[config.mk]
export PLATFORM = sky130hd
export DESIGN_NAME = joystick_differential_drive_mixer
export DESIGN_NICKNAME = d
export VERILOG_FILES = /design/src/rtl/jddm_pkg.sv /design/src/rtl/jddm_div.sv /design/src/rtl/jddm_isqrt.sv /design/src/rtl/joystick_differential_drive_mixer.sv
export SDC_FILE = /design/constraint.sdc
export NUM_CORES = 2
export LEC_CHECK = 0
export BUFFER_PORTS_ARGS = -buffer_cell sky130_fd_sc_hd__buf_2
export CAP_MARGIN = 25
export CORE_MARGIN = 3
export CORE_UTILIZATION = 25
export DETAILED_ROUTE_END_ITERATION = 10
export PLACE_DENSITY_LB_ADDON = 0.08
export RECOVER_POWER = 25
export SYNTH_ARGS = -nofsm -noshare
export SYNTH_HDL_FRONTEND = slang
export SYNTH_SLANG_ARGS = --single-unit
[constraint.sdc]
create_clock -name clk -period 13.2 [get_ports clk]
set_input_delay 0 -clock clk [delete_from_list [all_inputs] [get_ports clk]]
set_output_delay 0 -clock clk [all_outputs]
set_load 0.01 [all_outputs]
[src/rtl/jddm_pkg.sv]
package jddm_pkg;

    // field and datapath widths
    localparam int SPEED_W    = 15;
    localparam int AXIS_W     = 16;
    localparam int DIVIDEND_W = 47;
    localparam int DIVISOR_W  = 32;
    localparam int DIV_CNT_W  = 6;
    localparam int RADICAND_W = 32;
    localparam int ROOT_W     = 16;
    localparam int SQRT_CNT_W = 5;

    // event kinds
    localparam logic [1:0] CMD_BUTTON = 2'd1;
    localparam logic [1:0] CMD_AXIS   = 2'd2;

    // button and axis numbers
    localparam logic [7:0] BTN_REVERSE  = 8'd0;
    localparam logic [7:0] BTN_SPIN_POS = 8'd1;
    localparam logic [7:0] BTN_SPIN_NEG = 8'd3;
    localparam logic [7:0] BTN_FORWARD  = 8'd4;
    localparam logic [7:0] AXIS_X       = 8'd2;
    localparam logic [7:0] AXIS_Y       = 8'd3;

    // configuration register indexes
    localparam logic REG_MAX_SPEED = 1'b0;
    localparam logic REG_MAX_STICK = 1'b1;

    // Q1.15 constants
    localparam logic [16:0] Q15_ONE   = 17'd32768;
    localparam logic [15:0] Q15_SQRT2 = 16'd46341;
    localparam logic [15:0] Q15_PI_4  = 16'd25736;
    localparam logic [15:0] Q15_PI_2  = 16'd51472;
    localparam logic [15:0] Q15_C0    = 16'd8018;
    localparam logic [15:0] Q15_C1    = 16'd2173;
    localparam logic signed [15:0] BUTTON_Y = 16'sd25000;

    // floor(2^31 / Q15_PI_2): estimate of a * 2^15 / Q15_PI_2, low by at most one
    localparam logic [15:0] Q15_PI_2_RECIP = 16'd41721;

    // divider request
    typedef struct packed {
        logic                 start;
        logic [DIV_CNT_W-1:0] count;
    } div_ctl_t;

endpackage

[src/rtl/jddm_div.sv]
// Restoring divider, one quotient bit per cycle.
// The dividend comes left-aligned; count gives the number of quotient bits.
module jddm_div (
    input  logic                                clk,
    input  logic                                rst_n,
    input  jddm_pkg::div_ctl_t                  ctl,
    input  logic [jddm_pkg::DIVIDEND_W-1:0]     dividend,
    input  logic [jddm_pkg::DIVISOR_W-1:0]      divisor,
    output logic                                done,
    output logic [jddm_pkg::DIVIDEND_W-1:0]     quotient
);

    logic                               busy_reg;
    logic                               done_reg;
    logic [jddm_pkg::DIV_CNT_W-1:0]     cnt_reg;
    logic [jddm_pkg::DIVISOR_W-1:0]     rem_reg;
    logic [jddm_pkg::DIVIDEND_W-1:0]    dq_reg;
    logic [jddm_pkg::DIVISOR_W-1:0]     dvs_reg;

    logic [jddm_pkg::DIVISOR_W:0]       rem_sh;
    logic [jddm_pkg::DIVISOR_W:0]       rem_diff;
    logic                               fits;

    // one trial subtract
    always_comb
    begin
        rem_sh   = {rem_reg, dq_reg[jddm_pkg::DIVIDEND_W-1]};
        rem_diff = rem_sh - {1'b0, dvs_reg};
        fits     = (rem_sh >= {1'b0, dvs_reg});
    end

    // control
    always_ff @(posedge clk or negedge rst_n)
    begin
        if (!rst_n)
        begin
            busy_reg <= 1'b0;
            done_reg <= 1'b0;
            cnt_reg  <= '0;
        end
        else
        begin
            done_reg <= 1'b0;
            if (ctl.start)
            begin
                busy_reg <= 1'b1;
                cnt_reg  <= ctl.count;
            end
            else if (busy_reg)
            begin
                cnt_reg <= cnt_reg - 1'b1;
                if (cnt_reg == jddm_pkg::DIV_CNT_W'(1))
                begin
                    busy_reg <= 1'b0;
                    done_reg <= 1'b1;
                end
            end
        end
    end

    // datapath
    always_ff @(posedge clk)
    begin
        if (ctl.start)
        begin
            rem_reg <= '0;
            dq_reg  <= dividend;
            dvs_reg <= divisor;
        end
        else if (busy_reg)
        begin
            rem_reg <= fits ? rem_diff[jddm_pkg::DIVISOR_W-1:0]
                            : rem_sh[jddm_pkg::DIVISOR_W-1:0];
            dq_reg  <= {dq_reg[jddm_pkg::DIVIDEND_W-2:0], fits};
        end
    end

    assign done     = done_reg;
    assign quotient = dq_reg;

endmodule

[src/rtl/jddm_isqrt.sv]
// Integer square root, one root bit per cycle (floor result).
module jddm_isqrt (
    input  logic                              clk,
    input  logic                              rst_n,
    input  logic                              start,
    input  logic [jddm_pkg::RADICAND_W-1:0]   radicand,
    output logic                              done,
    output logic [jddm_pkg::ROOT_W-1:0]       root
);

    localparam int REM_W = jddm_pkg::ROOT_W + 2;

    logic                                busy_reg;
    logic                                done_reg;
    logic [jddm_pkg::SQRT_CNT_W-1:0]     cnt_reg;
    logic [jddm_pkg::RADICAND_W-1:0]     v_reg;
    logic [REM_W-1:0]                    rem_reg;
    logic [jddm_pkg::ROOT_W-1:0]         root_reg;

    logic [REM_W+1:0]                    rem_sh;
    logic [REM_W+1:0]                    trial;
    logic [REM_W+1:0]                    diff;
    logic                                fits;

    // bring down two bits, try root*4+1
    always_comb
    begin
        rem_sh = {rem_reg, v_reg[jddm_pkg::RADICAND_W-1 -: 2]};
        trial  = {2'b00, root_reg, 2'b01};
        diff   = rem_sh - trial;
        fits   = (rem_sh >= trial);
    end

    // control
    always_ff @(posedge clk or negedge rst_n)
    begin
        if (!rst_n)
        begin
            busy_reg <= 1'b0;
            done_reg <= 1'b0;
            cnt_reg  <= '0;
        end
        else
        begin
            done_reg <= 1'b0;
            if (start)
            begin
                busy_reg <= 1'b1;
                cnt_reg  <= jddm_pkg::SQRT_CNT_W'(jddm_pkg::ROOT_W - 1);
            end
            else if (busy_reg)
            begin
                cnt_reg <= cnt_reg - 1'b1;
                if (cnt_reg == '0)
                begin
                    busy_reg <= 1'b0;
                    done_reg <= 1'b1;
                end
            end
        end
    end

    // datapath
    always_ff @(posedge clk)
    begin
        if (start)
        begin
            v_reg    <= radicand;
            rem_reg  <= '0;
            root_reg <= '0;
        end
        else if (busy_reg)
        begin
            v_reg    <= {v_reg[jddm_pkg::RADICAND_W-3:0], 2'b00};
            rem_reg  <= fits ? diff[REM_W-1:0] : rem_sh[REM_W-1:0];
            root_reg <= {root_reg[jddm_pkg::ROOT_W-2:0], fits};
        end
    end

    assign done = done_reg;
    assign root = root_reg;

endmodule

[src/rtl/joystick_differential_drive_mixer.sv]
// Requests run through the sequencer: spinning goes straight to the result, straight drive
// uses a 30-step division, mixed drive a 16-step root, 46- and 31-step divisions on the
// shared divider, then multiplier steps on the shared multiplier.
// One request at a time: the next is taken the cycle after the result leaves; an output
// stall holds the result and with it the next request.
// Reset (rst_n low, asynchronous) clears stick and spin state, speed limit 127, stick 32767.
module joystick_differential_drive_mixer (
    input  logic               clk,
    input  logic               rst_n,
    input  logic               cfg_write,
    input  logic               cfg_index,
    input  logic [14:0]        cfg_data,
    input  logic               in_valid,
    output logic               in_stall,
    input  logic [1:0]         command,
    input  logic [7:0]         event_number,
    input  logic signed [15:0] event_value,
    output logic               out_valid,
    input  logic               out_stall,
    output logic signed [15:0] left_speed,
    output logic signed [15:0] right_speed
);

    typedef enum logic [24:0] {
        ST_IDLE      = 25'h0000001,
        ST_CHECK     = 25'h0000002,
        ST_STR_DIV   = 25'h0000004,
        ST_STR_WAIT  = 25'h0000008,
        ST_SQ_A      = 25'h0000010,
        ST_SQ_B      = 25'h0000020,
        ST_SQRT_WAIT = 25'h0000040,
        ST_MAG_M1    = 25'h0000080,
        ST_MAG_M2    = 25'h0000100,
        ST_MAG_DIV   = 25'h0000200,
        ST_MAG_WAIT  = 25'h0000400,
        ST_T_DIV     = 25'h0000800,
        ST_T_WAIT    = 25'h0001000,
        ST_P1        = 25'h0002000,
        ST_P2        = 25'h0004000,
        ST_P3        = 25'h0008000,
        ST_P4        = 25'h0010000,
        ST_P5        = 25'h0020000,
        ST_F_MUL     = 25'h0040000,
        ST_F_EST     = 25'h0080000,
        ST_O_MUL     = 25'h0100000,
        ST_O_RES     = 25'h0200000,
        ST_OUT       = 25'h0400000,
        ST_F_FIX     = 25'h0800000,
        ST_SPARE_B   = 25'h1000000
    } state_t;

    state_t state_reg, state_next;

    logic [14:0]        speed_reg;
    logic [14:0]        stick_reg;
    logic signed [15:0] x_reg;
    logic signed [15:0] y_reg;
    logic [1:0]         spin_reg;

    logic [31:0]        prod_reg;
    logic [31:0]        sq_reg;
    logic [30:0]        num_reg;
    logic [14:0]        mag_reg;
    logic [15:0]        t_reg;
    logic [15:0]        poly_reg;
    logic [15:0]        quad_reg;
    logic [16:0]        a_reg;
    logic [15:0]        f_reg;
    logic signed [15:0] left_reg;
    logic signed [15:0] right_reg;

    logic [14:0] s_eff;
    logic [14:0] m_eff;
    logic [16:0] x_neg;
    logic [16:0] y_neg;
    logic [15:0] ax;
    logic [15:0] ay;
    logic [15:0] lo;
    logic [15:0] hi;
    logic [15:0] mul_a;
    logic [15:0] mul_b;
    logic [16:0] one_minus_t;
    logic [16:0] a_sum;
    logic [16:0] a_refl;
    logic [15:0] q15_s;
    logic [14:0] div_cap;
    logic [31:0] f_rem;
    logic        accept;
    logic        pressed;

    jddm_pkg::div_ctl_t                    div_ctl;
    logic [jddm_pkg::DIVIDEND_W-1:0]       div_dividend;
    logic [jddm_pkg::DIVISOR_W-1:0]        div_divisor;
    logic                                  div_done;
    logic [jddm_pkg::DIVIDEND_W-1:0]       div_q;
    logic                                  sqrt_start;
    logic                                  sqrt_done;
    logic [jddm_pkg::ROOT_W-1:0]           sqrt_root;

    // operand preparation
    always_comb
    begin
        s_eff       = (speed_reg == '0) ? 15'd1 : speed_reg;
        m_eff       = (stick_reg == '0) ? 15'd1 : stick_reg;
        x_neg       = 17'd0 - {x_reg[15], x_reg};
        y_neg       = 17'd0 - {y_reg[15], y_reg};
        ax          = x_reg[15] ? x_neg[15:0] : x_reg;
        ay          = y_reg[15] ? y_neg[15:0] : y_reg;
        lo          = (ax < ay) ? ax : ay;
        hi          = (ax < ay) ? ay : ax;
        one_minus_t = jddm_pkg::Q15_ONE - {1'b0, t_reg};
        a_sum       = a_reg + prod_reg[31:15];
        a_refl      = (a_sum > {1'b0, jddm_pkg::Q15_PI_2}) ? 17'd0
                                                          : {1'b0, jddm_pkg::Q15_PI_2} - a_sum;
        q15_s       = {1'b0, s_eff};
        div_cap     = (div_q > {32'd0, s_eff}) ? s_eff : div_q[14:0];
        // what is left of a * 2^15 after the estimated fraction times pi/2
        f_rem       = {a_reg, 15'd0} - prod_reg;
        accept      = in_valid && !in_stall;
        pressed     = (event_value != '0);
    end

    // shared multiplier operand select
    always_comb
    begin
        mul_a = '0;
        mul_b = '0;
        case (state_reg)
            ST_CHECK:
            begin
                mul_a = (x_reg == '0) ? ay : ax;
                mul_b = (x_reg == '0) ? q15_s : ax;
            end
            ST_SQ_A:
            begin
                mul_a = ay;
                mul_b = ay;
            end
            ST_MAG_M1:
            begin
                mul_a = sqrt_root;
                mul_b = q15_s;
            end
            ST_MAG_M2:
            begin
                mul_a = jddm_pkg::Q15_SQRT2;
                mul_b = {1'b0, m_eff};
            end
            ST_P1:
            begin
                mul_a = jddm_pkg::Q15_C1;
                mul_b = t_reg;
            end
            ST_P2:
            begin
                mul_a = t_reg;
                mul_b = one_minus_t[15:0];
            end
            ST_P3:
            begin
                mul_a = jddm_pkg::Q15_PI_4;
                mul_b = t_reg;
            end
            ST_P4:
            begin
                mul_a = quad_reg;
                mul_b = poly_reg;
            end
            ST_F_MUL:
            begin
                mul_a = a_reg[15:0];
                mul_b = jddm_pkg::Q15_PI_2_RECIP;
            end
            ST_F_EST:
            begin
                mul_a = prod_reg[31:16];
                mul_b = jddm_pkg::Q15_PI_2;
            end
            ST_O_MUL:
            begin
                mul_a = {1'b0, mag_reg};
                mul_b = f_reg;
            end
            default:
            begin
                mul_a = '0;
                mul_b = '0;
            end
        endcase
    end

    // divider and root requests
    always_comb
    begin
        div_ctl.start = 1'b0;
        div_ctl.count = '0;
        div_dividend  = '0;
        div_divisor   = '0;
        sqrt_start    = (state_reg == ST_SQ_B);
        case (state_reg)
            ST_STR_DIV:
            begin
                div_ctl.start = 1'b1;
                div_ctl.count = jddm_pkg::DIV_CNT_W'(30);
                div_dividend  = {prod_reg[29:0], 17'd0};
                div_divisor   = {17'd0, m_eff};
            end
            ST_MAG_DIV:
            begin
                div_ctl.start = 1'b1;
                div_ctl.count = jddm_pkg::DIV_CNT_W'(46);
                div_dividend  = {num_reg, 16'd0};
                div_divisor   = prod_reg;
            end
            ST_T_DIV:
            begin
                div_ctl.start = 1'b1;
                div_ctl.count = jddm_pkg::DIV_CNT_W'(31);
                div_dividend  = {lo, 31'd0};
                div_divisor   = {16'd0, hi};
            end
            default:
            begin
                div_ctl.start = 1'b0;
            end
        endcase
    end

    // sequencer
    always_comb
    begin
        state_next = state_reg;
        case (state_reg)
            ST_IDLE:
            begin
                if (accept)
                    state_next = ST_CHECK;
            end
            ST_CHECK:
            begin
                if (spin_reg != 2'b00)
                    state_next = ST_OUT;
                else if (x_reg == '0)
                    state_next = ST_STR_DIV;
                else
                    state_next = ST_SQ_A;
            end
            ST_STR_DIV:   state_next = ST_STR_WAIT;
            ST_STR_WAIT:  if (div_done) state_next = ST_OUT;
            ST_SQ_A:      state_next = ST_SQ_B;
            ST_SQ_B:      state_next = ST_SQRT_WAIT;
            ST_SQRT_WAIT: if (sqrt_done) state_next = ST_MAG_M1;
            ST_MAG_M1:    state_next = ST_MAG_M2;
            ST_MAG_M2:    state_next = ST_MAG_DIV;
            ST_MAG_DIV:   state_next = ST_MAG_WAIT;
            ST_MAG_WAIT:  if (div_done) state_next = ST_T_DIV;
            ST_T_DIV:     state_next = ST_T_WAIT;
            ST_T_WAIT:    if (div_done) state_next = ST_P1;
            ST_P1:        state_next = ST_P2;
            ST_P2:        state_next = ST_P3;
            ST_P3:        state_next = ST_P4;
            ST_P4:        state_next = ST_P5;
            ST_P5:        state_next = ST_F_MUL;
            ST_F_MUL:     state_next = ST_F_EST;
            ST_F_EST:     state_next = ST_F_FIX;
            ST_F_FIX:     state_next = ST_O_MUL;
            ST_O_MUL:     state_next = ST_O_RES;
            ST_O_RES:     state_next = ST_OUT;
            ST_OUT:       if (!out_stall) state_next = ST_IDLE;
            default:      state_next = ST_IDLE;
        endcase
    end

    // control state, configuration and stick state
    always_ff @(posedge clk or negedge rst_n)
    begin
        if (!rst_n)
        begin
            state_reg <= ST_IDLE;
            speed_reg <= 15'd127;
            stick_reg <= 15'd32767;
            x_reg     <= '0;
            y_reg     <= '0;
            spin_reg  <= '0;
        end
        else
        begin
            state_reg <= state_next;
            if (cfg_write)
            begin
                if (cfg_index == jddm_pkg::REG_MAX_SPEED)
                    speed_reg <= cfg_data;
                else
                    stick_reg <= cfg_data;
            end
            // event decode
            if (accept)
            begin
                if (command == jddm_pkg::CMD_BUTTON)
                begin
                    if (event_number == jddm_pkg::BTN_SPIN_POS)
                        spin_reg <= pressed ? 2'b01 : 2'b00;
                    if (event_number == jddm_pkg::BTN_SPIN_NEG)
                        spin_reg <= pressed ? 2'b11 : 2'b00;
                    if (event_number == jddm_pkg::BTN_FORWARD)
                        y_reg <= pressed ? jddm_pkg::BUTTON_Y : 16'sd0;
                    if (event_number == jddm_pkg::BTN_REVERSE)
                        y_reg <= pressed ? -jddm_pkg::BUTTON_Y : 16'sd0;
                end
                else if (command == jddm_pkg::CMD_AXIS)
                begin
                    if (event_number == jddm_pkg::AXIS_X)
                        x_reg <= event_value;
                    if (event_number == jddm_pkg::AXIS_Y)
                        y_reg <= (event_value == 16'sh8000) ? 16'sh7fff : -event_value;
                end
            end
        end
    end

    // arithmetic datapath
    always_ff @(posedge clk)
    begin
        prod_reg <= mul_a * mul_b;
        case (state_reg)
            ST_CHECK:
            begin
                // spin drives both motors at minus spin times max speed
                if (spin_reg[1])
                begin
                    left_reg  <= {1'b0, s_eff};
                    right_reg <= {1'b0, s_eff};
                end
                else
                begin
                    left_reg  <= -$signed({1'b0, s_eff});
                    right_reg <= -$signed({1'b0, s_eff});
                end
            end
            ST_STR_WAIT:
            begin
                if (div_done)
                begin
                    if (y_reg > 16'sd0)
                    begin
                        left_reg  <= -$signed({1'b0, div_cap});
                        right_reg <= {1'b0, div_cap};
                    end
                    else
                    begin
                        left_reg  <= {1'b0, div_cap};
                        right_reg <= -$signed({1'b0, div_cap});
                    end
                end
            end
            ST_SQ_A:
                sq_reg <= prod_reg;
            ST_MAG_M2:
                num_reg <= prod_reg[30:0];
            ST_MAG_WAIT:
            begin
                if (div_done)
                    mag_reg <= div_cap;
            end
            ST_T_WAIT:
            begin
                if (div_done)
                    t_reg <= div_q[15:0];
            end
            ST_P2:
                poly_reg <= jddm_pkg::Q15_C0 + prod_reg[30:15];
            ST_P3:
                quad_reg <= prod_reg[30:15];
            ST_P4:
                a_reg <= prod_reg[31:15];
            ST_P5:
                a_reg <= (ay > ax) ? a_refl : a_sum;
            ST_F_EST:
                f_reg <= prod_reg[31:16];
            ST_F_FIX:
            begin
                // the estimate is at most one low
                if (f_rem >= {16'd0, jddm_pkg::Q15_PI_2})
                    f_reg <= f_reg + 16'd1;
            end
            ST_O_RES:
            begin
                // quadrant selects which motor gets magnitude and which the angle share
                if (!x_reg[15])
                begin
                    if (!y_reg[15])
                    begin
                        left_reg  <= -$signed({1'b0, mag_reg});
                        right_reg <= {1'b0, prod_reg[29:15]};
                    end
                    else
                    begin
                        left_reg  <= {1'b0, mag_reg};
                        right_reg <= -$signed({1'b0, prod_reg[29:15]});
                    end
                end
                else
                begin
                    if (!y_reg[15])
                    begin
                        left_reg  <= -$signed({1'b0, prod_reg[29:15]});
                        right_reg <= {1'b0, mag_reg};
                    end
                    else
                    begin
                        left_reg  <= {1'b0, prod_reg[29:15]};
                        right_reg <= -$signed({1'b0, mag_reg});
                    end
                end
            end
            default:
            begin
            end
        endcase
    end

    jddm_div u_div (
        .clk      (clk),
        .rst_n    (rst_n),
        .ctl      (div_ctl),
        .dividend (div_dividend),
        .divisor  (div_divisor),
        .done     (div_done),
        .quotient (div_q)
    );

    jddm_isqrt u_isqrt (
        .clk      (clk),
        .rst_n    (rst_n),
        .start    (sqrt_start),
        .radicand (sq_reg + prod_reg),
        .done     (sqrt_done),
        .root     (sqrt_root)
    );

    assign in_stall    = (state_reg != ST_IDLE);
    assign out_valid   = (state_reg == ST_OUT);
    assign left_speed  = left_reg;
    assign right_speed = right_reg;

endmodule

After elaboration in Yosys (flattened, before gate mapping):

Index checks and enable logic that the tools add are counted.

* flip-flop bits (word level): 504
* input port bits: 47

* add/subtract/negate cells: 18
* $mul: 1
* order comparisons: 8
* eq/ne operators: 41
* mux-type cells: 76
* bitwise gates (word level): 2
* reductions and logical operators: 29

Operators by type and width (number)
* one-hot mux 25 bit (24 select lines): 1
* two-way mux 16 bit: 25
* one-hot mux 16 bit (11 select lines): 1
* one-hot mux 16 bit (10 select lines): 1
* two-way mux 25 bit: 6
* one-hot mux 47 bit (3 select lines): 1
* two-way mux 32 bit: 3
* one-hot mux 16 bit (3 select lines): 2
* one-hot mux 32 bit (3 select lines): 1
* two-way mux 47 bit: 2
* negation 15 -> 16 bit: 4
* subtractor 32 bit: 2
* two-way mux 15 bit: 4
* greater-than comparator 47 x 15 -> 1 bit: 1
* two-way mux 17 bit: 2
* one-hot mux 17 bit (2 select lines): 1
* >= comparator 33 x 32 -> 1 bit: 1
* adder 32 bit: 1
* >= comparator 32 x 16 -> 1 bit, second input constant: 1
* multiplier 16 x 16 -> 32 bit: 1
* one-hot mux 16 bit (2 select lines): 1
* subtractor 1 x 16 -> 16 bit, first input constant: 2
* logical NOT 15 bit: 2
* equality test 25 x 1 -> 1 bit, second input constant: 1
* 70 further kinds: 108

Longest topological paths before layout:

* word-level depth: 8
* gate-level depth with buffers: 37

Hierarchy:

A second synthesis with hierarchy kept.

* cell total of the unflattened synthesis: 4541
* area total of the unflattened synthesis: 41512.3 µm²

By module, submodules not included
* joystick_differential_drive_mixer: instances 1, cells an instance 3491, area an instance 30714.5 µm²
* jddm_div: instances 1, cells an instance 667, area an instance 6825.3 µm²
* jddm_isqrt: instances 1, cells an instance 383, area an instance 3972.6 µm²

Worst setup path before layout:

No wires, ideal clock.

* kind: register to register
* start point: register state_reg[0]
* end point: register prod_reg[31]
* library setup time: 120 ps
* arrival: 8960 ps
* required time: 13080 ps
* slack: 4120 ps
* stages on the path, launching flop included: 32
* path buffers: 1
* cell sequence: dfstp_2 > buf_6 > nor4_4 > nand3_2 > or3_4 > or3_4 > nor3_1 > a221o_1 > a211o_1 > nand2_1 > fa_1 > inv_1 > fa_1 > inv_1 > fa_1 > inv_1 > fa_1 > fa_1 > inv_1 > fa_1 > inv_1 > ha_1 > a21o_1 > a21o_1 > a2111oi_0 > o31ai_1 > a41o_1 > a21oi_1 > a211o_1 > o21ai_0 > a21oi_1 > xnor2_1

* longest elaborated chain between the ends: 4
* elaborated cells on any way between the ends: 15

RTL lines
* start: declaration: line joystick_differential_drive_mixer.sv:52 `state_t state_reg, state_next;`
* start signal: assignment: line joystick_differential_drive_mixer.sv:288 `state_reg <= state_next;`
* equality test 25 x 16 -> 1 bit or equality test 25 x 14 -> 1 bit (tied branches): line joystick_differential_drive_mixer.sv:128 `case (state_reg)`
* OR reduction 2 bit (no line)
* one-hot mux 16 bit (10 select lines): line joystick_differential_drive_mixer.sv:128
* multiplier 16 x 16 -> 32 bit (*): line joystick_differential_drive_mixer.sv:324 `prod_reg <= mul_a * mul_b;`
* end signal: assignment: line joystick_differential_drive_mixer.sv:324
* end: declaration: line joystick_differential_drive_mixer.sv:60 `logic [31:0] prod_reg;`

Mark *: on every way between the ends. The rest lies on a longest branch, timed or not.
A chain may end at the register's enable or synchronous reset.

Final worst setup path:

* start point: register state_reg[14]
* end point: register prod_reg[31]

The elaborated chain is that of the path after synthesis.

==> summary.md <==
| Metric | Value |
|---|---|
| Status | `finished, violations left` |
| Failing checks | `max-capacitance violations, max-slew violations` |
| Fin nets | `5094` |
| Synth top area cells | `edfxtp_1 22%, fa_1 9.6%, ha_1 8.1%` |
| Peak supply drop | `between 0.1 and 0.15 mV` |
| Post-route clock period utilization | `0.791` |
| Top cell by count, worst path | `fa_1` |
| # Post-CTS Setup Buffers | `0` |
| Worst slew margin | `-1.34` |
| Cells after Synth | `between 4000 and 5000` |
| Layout area overhead | `14.7%` |
| Bufs on Longest Clock Path | `3` |
| Largest stage delay on the critical path | `0.58 ns` |
| Commonest non-fill, non-tap cells in the layout | `426 x nor2_1, 417 x nand2_1, 411 x inv_1, 302 x edfxtp_1, 291 x o21ai_0` |
| Post-cts sizing count | `0` |
| Register area share after synthesis | `0.332` |
| Final setup TNS | `0 ns` |
| Floorplan core area | `about 160000 um2` |
| Non-filler instance count after layout | `6818` |
| Vias per cell | `~5.1` |
| Final hold vios | `0` |
| Worst min path class | `input pin to flip-flop` |
| Maximum clock frequency | `95.8 MHz` |
| Synth Register Bits | `503` |
| Die area | `about 170000 um2` |
| Clock Sinks | `503` |
| Worst-skew pair later-pin latency | `0.68 ns` |
| Placed insts | `around 6600` |
| Critical path type | `flip-flop to flip-flop` |
| Io pins | `81` |
| CP required | `13.74 ns` |
| Final number of setup-violating endpoints | `0` |
| Ys Warns | `0` |
| Synth cell types | `111` |
| Critical path's slowest cell | `fa_1` |
| Die Span X | `between 400 and 500 um` |
| Post-layout power | `around 7.0 mW` |
| Wirelength per Cell | `about 26 um` |
| Worst Path Max Fanout | `21` |
| Critical path endpoint category | `flip-flop` |
| Slew Limit Fails | `324` |
| Critical path launch point type | `flip-flop` |
| Post-Synthesis Mean Instance Area | `~9.2 um2` |
| Syn Std Cell Area | `41100 um2` |
| H-tree depth | `3` |
| DRC viols | `0` |
| Via count | `about 35000` |
| First-pass GRT wire length | `253 mm` |
| Most used DFF post-synth | `edfxtp_1` |
| Most common cell after layout, fill and taps aside | `nor2_1` |
| CTS Hold Bufs | `80` |
| Antenna violations before repair | `16` |
| Root Driver | `clkbuf_16` |
| Async S/R FF share, synth | `0.205` |
| Final min period | `10.44 ns` |
| Total Wirelength | `176 mm` |
| Initial DRC count | `3151` |
| CTS tree | `done` |
| Leak pwr | `between 15 and 20 nW` |
| Share of the synthesized area in the top cell type | `0.221` |
| Global route overflow | `0` |
| Vias in the first global route | `34800` |
| Maxcap violations | `18` |
| First-pass iteration count of the detailed router | `6` |
| Initial Util | `0.252` |
| Overall routing resource usage | `0.205` |
| Pin count of the biggest net entering global routing | `93` |
| Die H | `411 um` |
| Syn Nets | `4981` |
| Share of cells above drive strength 1 | `0.0832` |
| P per Cell Area | `between 100 and 150 nW/um2` |
| Number of flops mapped to enable cells by yosys | `302` |
| Placer Congestion | `about 0.9` |
| IO buf count | `80` |
| # rows | `148` |
| Clk_skew | `roughly 0.043 ns` |
| Measured slew at the worst slew-check pin | `3.51 ns` |
| Max reg flops | `47` |
| Clk slew on worst S/H paths | `0.06 ns` |
| Unrepaired setup endpoints after global routing | `false` |
| Crit path DAT | `roughly 11 ns` |
| Final ANT Viol Nets | `0` |
| DP Wirelength | `134 mm` |
| WHS | `0.0478 ns` |
| Yosys top cell by area | `edfxtp_1` |
| CTS buffer count | `72` |
==> cells in the mapped netlist (all sizes together), types with 38 or more instances <==
cell type	count
ha	267
and2	60
a21oi	245
nor2b	38
a22oi	54
xnor2	157
o31ai	40
inv	414
fa	197
mux2	45
clkbuf	137
a211oi	69
xor2	81
dfxtp	98
mux2i	101
nand2	417
nand3	71
nand2b	59
edfxtp	302
a21o	71
nor4	49
o21ai	297
nor3	80
nor2	428
buf	83
dfrtp	80
==> cells by family (layout without fill, tap and decap cells) <==
kind of cell | count (synthesis) | count (layout) | synth area share
xor gates and xnor gates | 238 | 238 | 0.0507
other | 0 | 2 | 0
buffers and inverters | 637 | 808 | 0.0623
muxes | 149 | 149 | 0.0386
adders and majority gates | 464 | 464 | 0.177
AOI/OAI and AO/OA | 1088 | 1088 | 0.175
DFF | 503 | 503 | 0.332
and+or+nand+nor | 1391 | 1391 | 0.165
==> path summary, 6_finish.rpt <==
kind | startpoint | end | slack (ns) | depth (start not counted)
worst max register to register | state_reg[14] | prod_reg[31] | 2.76 | 32
worst min-delay path | command[0] | y_reg[5] | 0.05 | 5
max in group asynchronous | rst_n | u_div.busy_reg | 8.40 | 4
worst min register to register | u_div.rem_reg[28] | u_div.rem_reg[28] | 0.50 | 2
worst max-delay path | state_reg[14] | prod_reg[31] | 2.76 | 32
min in group asynchronous | rst_n | speed_reg[5] | 1.06 | 3
==> metrics by stage <==
stage	util	setup slack [ns]	area, um2
after global routing	0.289	2.04	47100
after CTS	0.289	2.89	47200
after global placement	0.270	2.73	44000
after detailed placement	0.270	2.91	44100
after floorplan	-	4.12	41100
final	0.289	2.76	47100
==> power breakdown <==
group          internal [mW]  switching [mW]
Combinational           1.05            1.89
Clock                   1.14           0.832
Sequential              1.90           0.225
==> cell type report <==
type | instances | area, um2
timing repair buffer | 259 | 1870
antenna | 2 | 5.00
tap | 2175 | 2720
clock inverter | 35 | 352
inverter | 417 | 1570
fill | 17400 | 116000
sequential | 503 | 13600
multi-input combinational | 3330 | 25000
clock buffer | 97 | 1990
==> metal layers <==
metal / global-route usage / part of all wire / vias to the layer above
li1: - / - / 16100
met2: 0.321 / 0.44 / 1128
met4: 0.0733 / 0.040 / 2
met3: 0.0343 / 0.064 / 265
met1: 0.284 / 0.45 / 17600
met5: 0 / 0.000057 / -
==> worst max-delay path: cells and delay by family (launching register included) <==
family,cells,cell delay [ns]
buf+inv,5,0.28
fa+ha+maj,7,3.47
simple gates,8,2.98
compound gates,11,2.98
flops,1,0.48
xor+xnor,1,0.09
Note: power is estimated with default switching activity, not from simulation.
